## config.mk

```make
export PLATFORM = sky130hd
export DESIGN_NAME = skt_front_flat
export DESIGN_NICKNAME = d
export VERILOG_FILES = /design/src/skt_pkg.sv /design/src/skt_if.sv /design/src/skt_front.sv /design/src/flat_wrapper.sv
export SDC_FILE = /design/constraint.sdc
export NUM_CORES = 1
export LEC_CHECK = 0
export BUFFER_PORTS_ARGS = -buffer_cell sky130_fd_sc_hd__buf_4
export CAP_MARGIN = 20
export CORE_MARGIN = 2
export CORE_UTILIZATION = 25
export CTS_BUF_LIST = sky130_fd_sc_hd__clkbuf_4
export CTS_CLUSTER_SIZE = 8
export DETAILED_ROUTE_END_ITERATION = 10
export GPL_TIMING_DRIVEN = 0
export PLACE_DENSITY_LB_ADDON = 0.12
export SLEW_MARGIN = 20
export SYNTH_ARGS = -nofsm -noshare
export SYNTH_HDL_FRONTEND = slang
export SYNTH_SLANG_ARGS = --single-unit
```

## constraint.sdc

```tcl
create_clock -name clock -period 9.7 [get_ports clock]
set_input_delay 0.485 -clock clock [delete_from_list [all_inputs] [get_ports clock]]
set_output_delay 0.485 -clock clock [all_outputs]
set_load 0.005 [all_outputs]
```

## src/skt_pkg.sv

```systemverilog
// ----------------------------------------------------------------------------
// skt_pkg
// Shared types and constants of the sorted key table.
// ----------------------------------------------------------------------------
package skt_pkg;

   localparam int SKT_CAPACITY = 64;

   localparam int KEY_W    = 31;
   localparam int HANDLE_W = 32;
   localparam int SIZE_W   = 16;
   localparam int COUNT_W  = 7;

   typedef enum logic [1:0] {
      OP_LOOKUP = 2'd0,
      OP_SET    = 2'd1,
      OP_DELETE = 2'd2,
      OP_UNUSED = 2'd3
   } opcode_type;

   typedef enum logic [1:0] {
      ST_OK        = 2'd0,
      ST_INSERTED  = 2'd1,
      ST_NOT_FOUND = 2'd2,
      ST_FULL      = 2'd3
   } status_type;

   typedef enum logic [1:0] {
      CL_LOOKUP,
      CL_SET,
      CL_DELETE,
      CL_NONE
   } class_type;

   typedef enum logic [2:0] {
      BK_IDLE,
      BK_SEARCH,
      BK_CMP,
      BK_SHIFT_RD,
      BK_SHIFT_WR,
      BK_PLACE,
      BK_DONE
   } back_state_type;

   typedef struct packed {
      class_type             cls;
      logic [KEY_W-1:0]      key;
      logic [HANDLE_W-1:0]   handle;
      logic [SIZE_W-1:0]     size;
   } item_type;

   typedef struct packed {
      logic [KEY_W-1:0]      key;
      logic [HANDLE_W-1:0]   handle;
      logic [SIZE_W-1:0]     size;
   } entry_type;

endpackage

```

## src/skt_if.sv

```systemverilog
// ----------------------------------------------------------------------------
// skt_req_if / skt_rsp_if
// Valid/ready channels for requests and responses.
// ----------------------------------------------------------------------------
interface skt_req_if;
   import skt_pkg::*;
   logic                valid;
   logic                ready;
   logic [1:0]          opcode;
   logic [KEY_W-1:0]    key;
   logic [HANDLE_W-1:0] value_handle;
   logic [SIZE_W-1:0]   value_size;

   modport source (output valid, opcode, key, value_handle, value_size, input ready);
   modport sink   (input valid, opcode, key, value_handle, value_size, output ready);
endinterface


```

## src/skt_front.sv

```systemverilog
// ----------------------------------------------------------------------------
// skt_front
// Accepts requests, classifies the opcode and queues them for the engine.
// ----------------------------------------------------------------------------
module skt_front (
   input  logic              clock,
   input  logic              reset,
   skt_req_if.sink           req_chan,
   output logic              item_valid,
   input  logic              item_ready,
   output skt_pkg::item_type item
);
   import skt_pkg::*;

   item_type   q_ff [2];
   logic       wptr_ff, wptr_in;
   logic       rptr_ff, rptr_in;
   logic [1:0] cnt_ff, cnt_in;
   item_type   new_item;
   logic       push, pop;

   always_comb begin
      new_item.key    = req_chan.key;
      new_item.handle = req_chan.value_handle;
      new_item.size   = req_chan.value_size;
      case (req_chan.opcode)
         OP_LOOKUP: new_item.cls = CL_LOOKUP;
         OP_SET:    new_item.cls = CL_SET;
         OP_DELETE: new_item.cls = CL_DELETE;
         default:   new_item.cls = CL_NONE;
      endcase
   end

   assign req_chan.ready = (cnt_ff != 2'd2);
   assign push           = req_chan.valid && req_chan.ready;
   assign item_valid     = (cnt_ff != 2'd0);
   assign pop            = item_valid && item_ready;
   assign item           = q_ff[rptr_ff];

   always_comb begin
      wptr_in = push ? ~wptr_ff : wptr_ff;
      rptr_in = pop  ? ~rptr_ff : rptr_ff;
      cnt_in  = cnt_ff + {1'b0, push} - {1'b0, pop};
   end

   always_ff @(posedge clock) begin
      if (reset) begin
         wptr_ff <= 1'b0;
         rptr_ff <= 1'b0;
         cnt_ff  <= 2'd0;
      end else begin
         wptr_ff <= wptr_in;
         rptr_ff <= rptr_in;
         cnt_ff  <= cnt_in;
      end
   end

   always_ff @(posedge clock) begin
      if (push) begin
         q_ff[wptr_ff] <= new_item;
      end
   end

endmodule

```

## src/flat_wrapper.sv

```systemverilog
// flat-port wrapper written by rule: the top's interface ports become plain ports
module skt_front_flat import skt_pkg::*;
  (clock, reset, item_valid, item_ready, item, req_chan_valid, req_chan_opcode, req_chan_key, req_chan_value_handle, req_chan_value_size, req_chan_ready);
  skt_req_if req_chan_i ();
  input  logic clock;
  input  logic reset;
  output logic item_valid;
  input  logic item_ready;
  output skt_pkg::item_type item;
  input wire logic [$bits(req_chan_i.valid)-1:0] req_chan_valid;
  input wire logic [$bits(req_chan_i.opcode)-1:0] req_chan_opcode;
  input wire logic [$bits(req_chan_i.key)-1:0] req_chan_key;
  input wire logic [$bits(req_chan_i.value_handle)-1:0] req_chan_value_handle;
  input wire logic [$bits(req_chan_i.value_size)-1:0] req_chan_value_size;
  output wire logic [$bits(req_chan_i.ready)-1:0] req_chan_ready;
  assign req_chan_i.valid = req_chan_valid;
  assign req_chan_i.opcode = req_chan_opcode;
  assign req_chan_i.key = req_chan_key;
  assign req_chan_i.value_handle = req_chan_value_handle;
  assign req_chan_i.value_size = req_chan_value_size;
  assign req_chan_ready = req_chan_i.ready;
  skt_front u_core (.clock(clock), .reset(reset), .req_chan(req_chan_i), .item_valid(item_valid), .item_ready(item_ready), .item(item));
endmodule
```

==> metrics.txt <==
status=finished clean; #FFs+latches synth=between 150 and 200; Hold Path End=u_core.q_ff[0][59]; dpl hpwl=roughly 8600 µm; Post-synth EDFFs=roughly 160; drt wl/cell=between 15 and 20 µm; post-synthesis cell area=roughly 6500 µm²; Hold Crit Depth=1; Reg area=between 4000 and 5000 µm²; DRC viols=0; post-synth top area cell=edfxtp_1; layout cells sized above 1=0.611; IO Count=around 170; drt pass-1 iters=4; Critical Path RT=roughly 9 ns; global-route wire length before repair=19000 µm; Rel. slew slack=0.527; final setup vio count=0; largest stage delay on the critical path=roughly 0.35 ns; WL final=13000 µm; die area=27300 µm²; GR Util All Layers=0.0951; P_leak=3.27 nW; CP Cell Sequence=buf_6, buf_12, mux2_4, buf_4; syn avg cell area=roughly 23 µm²; die height=165 µm; fill count=~2400; kind of critical path=register to output port; CTS Buf Count=17; post-CTS sizing=0; minimum clock period=2.27 ns; Worst Tran Pin Value=0.710 ns; FF-to-FF Start=u_core.cnt_ff[0]; Final Cell Area=between 8000 and 9000 µm²; Post-synth top cells=edfxtp_1, mux2_4, buf_12; H-tree levels=4; RR Endpoint=u_core.q_ff[0][52]; Main synth FF type=edfxtp_1; post-synth net total=~370; post-synthesis async set-or-reset flop share=0; sw frac=0.280; area of the multi-input gates=about 1400 µm²; Max IR drop VDD=~100 µV; clock sinks=167; input/output buffers=about 170; P&R area growth vs syn=31.7%; top-count cell post-synth=edfxtp_1; f_max=441 MHz; post-placement cell count=781; max-cap violation count=0; net switching power=0.563 mW; initial antenna violation count=1; Crit path arrival time=~1.8 ns; hold path start=req_chan_key[11]; Post-CTS Hold Fix Bufs=0; Die X=about 170 µm; Clock transition at path regs=approximately 0.16 ns; Gate power share=0.344; CTS root buffer=clkbuf_4; Post-Place Cell Area=8290 µm²; Hold Vio Cnt, Final=0; vias=~3200; crit-path max FO=10; largest net degree at the start of global routing=45; yosys warns=0; RSZ-0062 raised after global routing=no; top cell type's share of synthesized area=0.749; Power per Cell Area=roughly 240 nW/µm²; clk_lat worst skew=0.55 ns; DR vias/cell=3.86; reg2reg path depth=6; Cells after Synth=281; critical path capture point type=output port; gp weighted congestion=around 0.66; r2r setup slk=about 7.5 ns; HP Class=primary input to register; Slowest-stage cell, CP=dfxtp_1; P_int=roughly 1.5 mW; final clock skew=0.0258 ns; GRT Residual Overflow=0; antenna-violating nets left=0; sequential group share of total power=0.464; core footprint=~25000 µm²; max-slew violations=0; final net count=roughly 560; vias in the first global route=3317; share of the clock period used by the worst path=0.234; post-CTS setup buffers=0; # rows=slightly below 60; Starting Density=0.256; register area share after synthesis=0.765; initial drt markers=approximately 180; Fin Setup TNS=0 ns; post-layout util=0.338; Post-Layout Cell Count=roughly 820; top post-synthesis cells by area=edfxtp_1, mux2_4, buf_12; Synth cell types=21; CTS tree=done; CP Launch Type=register; Max clock buf depth=2; Clock power frac=0.192
cell families after synthesis:
logic type | count (synthesis) | share of synthesized area
flops | 167 | 0.765
simple gates | 14 | 0.0116
compound gates | 2 | 0.00193
mux | 81 | 0.187
buf+inv | 13 | 0.0287
fa+ha+maj | 2 | 0.00385
xor+xnor | 2 | 0.00270
per-layer routing:
metal,vias to the layer above,track usage,wire length [µm]
met1,1555,0.118,5660
met5,-,0,0
met2,107,0.152,6120
met3,11,0.0322,988
li1,1479,-,-
met4,0,0.0391,194
registers in the layout, summed over array words and instances, names as in the netlist, named ones only:
register,cells
u_core.rptr_ff,1
u_core.cnt_ff,2
u_core.wptr_ff,1
u_core.q_ff,162
through the flow:
step           worst slack [ns]  hold WS (ns)  total power, mW
6_report                   7.43        0.0998             2.01
5_1_grt                    7.29        0.0124             2.13
4_1_cts                    7.33        0.0235             2.07
3_5_place_dp               7.48         0.504             1.67
3_3_place_gp               2.04         0.478             1.65
2_1_floorplan              4.90         0.464             1.35
layout by cell type (no fill, tap or decap), drive strengths merged:
cell      instances
and2              2
and3              1
buf             179
clkbuf           21
clkinv            3
clkinvlp          2
dfxtp             5
diode             3
edfxtp          162
ha                2
inv              10
mux2             81
nand2b            2
nand3             1
nor2              4
nor2b             2
nor3              1
o21a              1
o21ai             1
or2               1
xnor2             1
xor2              1
power groups by stage:
| stage | combinational [mW] | sequential [mW] | clock [mW] |
|---|---|---|---|
| floorplan | 0.395 | 0.959 | 0 |
| global placement | 0.682 | 0.972 | 0 |
| detailed placement | 0.713 | 0.954 | 0 |
| CTS | 0.716 | 0.937 | 0.412 |
| global route | 0.748 | 0.947 | 0.436 |
| finish | 0.692 | 0.936 | 0.387 |
critical path: cells and delay by family (launching register included):
family | cells | cell delay (ns)
muxes | 1 | 0.31
buffers and inverters | 3 | 0.57
DFF | 1 | 0.35
final cells by class:
class                           instances  area share
Sequential cell                       167       0.581
Timing Repair Buffer                  170       0.160
Tap cell                              330      0.0483
Clock buffer                           19      0.0167
Antenna cell                            3    0.000878
Multi-Input combinational cell        101       0.158
Clock inverter                         13      0.0132
Buffer                                 11      0.0209
Inverter                                2    0.000878
worst max path at each step:
stage / start / endpoint / slack (ns) / depth (start not counted)
after floorplan: u_core.cnt_ff[0] / u_core.q_ff[0][0] / 4.90 / 3
after global placement: req_chan_valid / u_core.q_ff[0][33] / 2.04 / 3
after detailed placement: req_chan_valid / u_core.q_ff[0][33] / 7.48 / 6
after CTS: register / item[20] / 7.33 / 4
after global routing: register / item[21] / 7.29 / 4
final: register / item[28] / 7.43 / 4
Note: power is estimated with default switching activity, not from simulation.
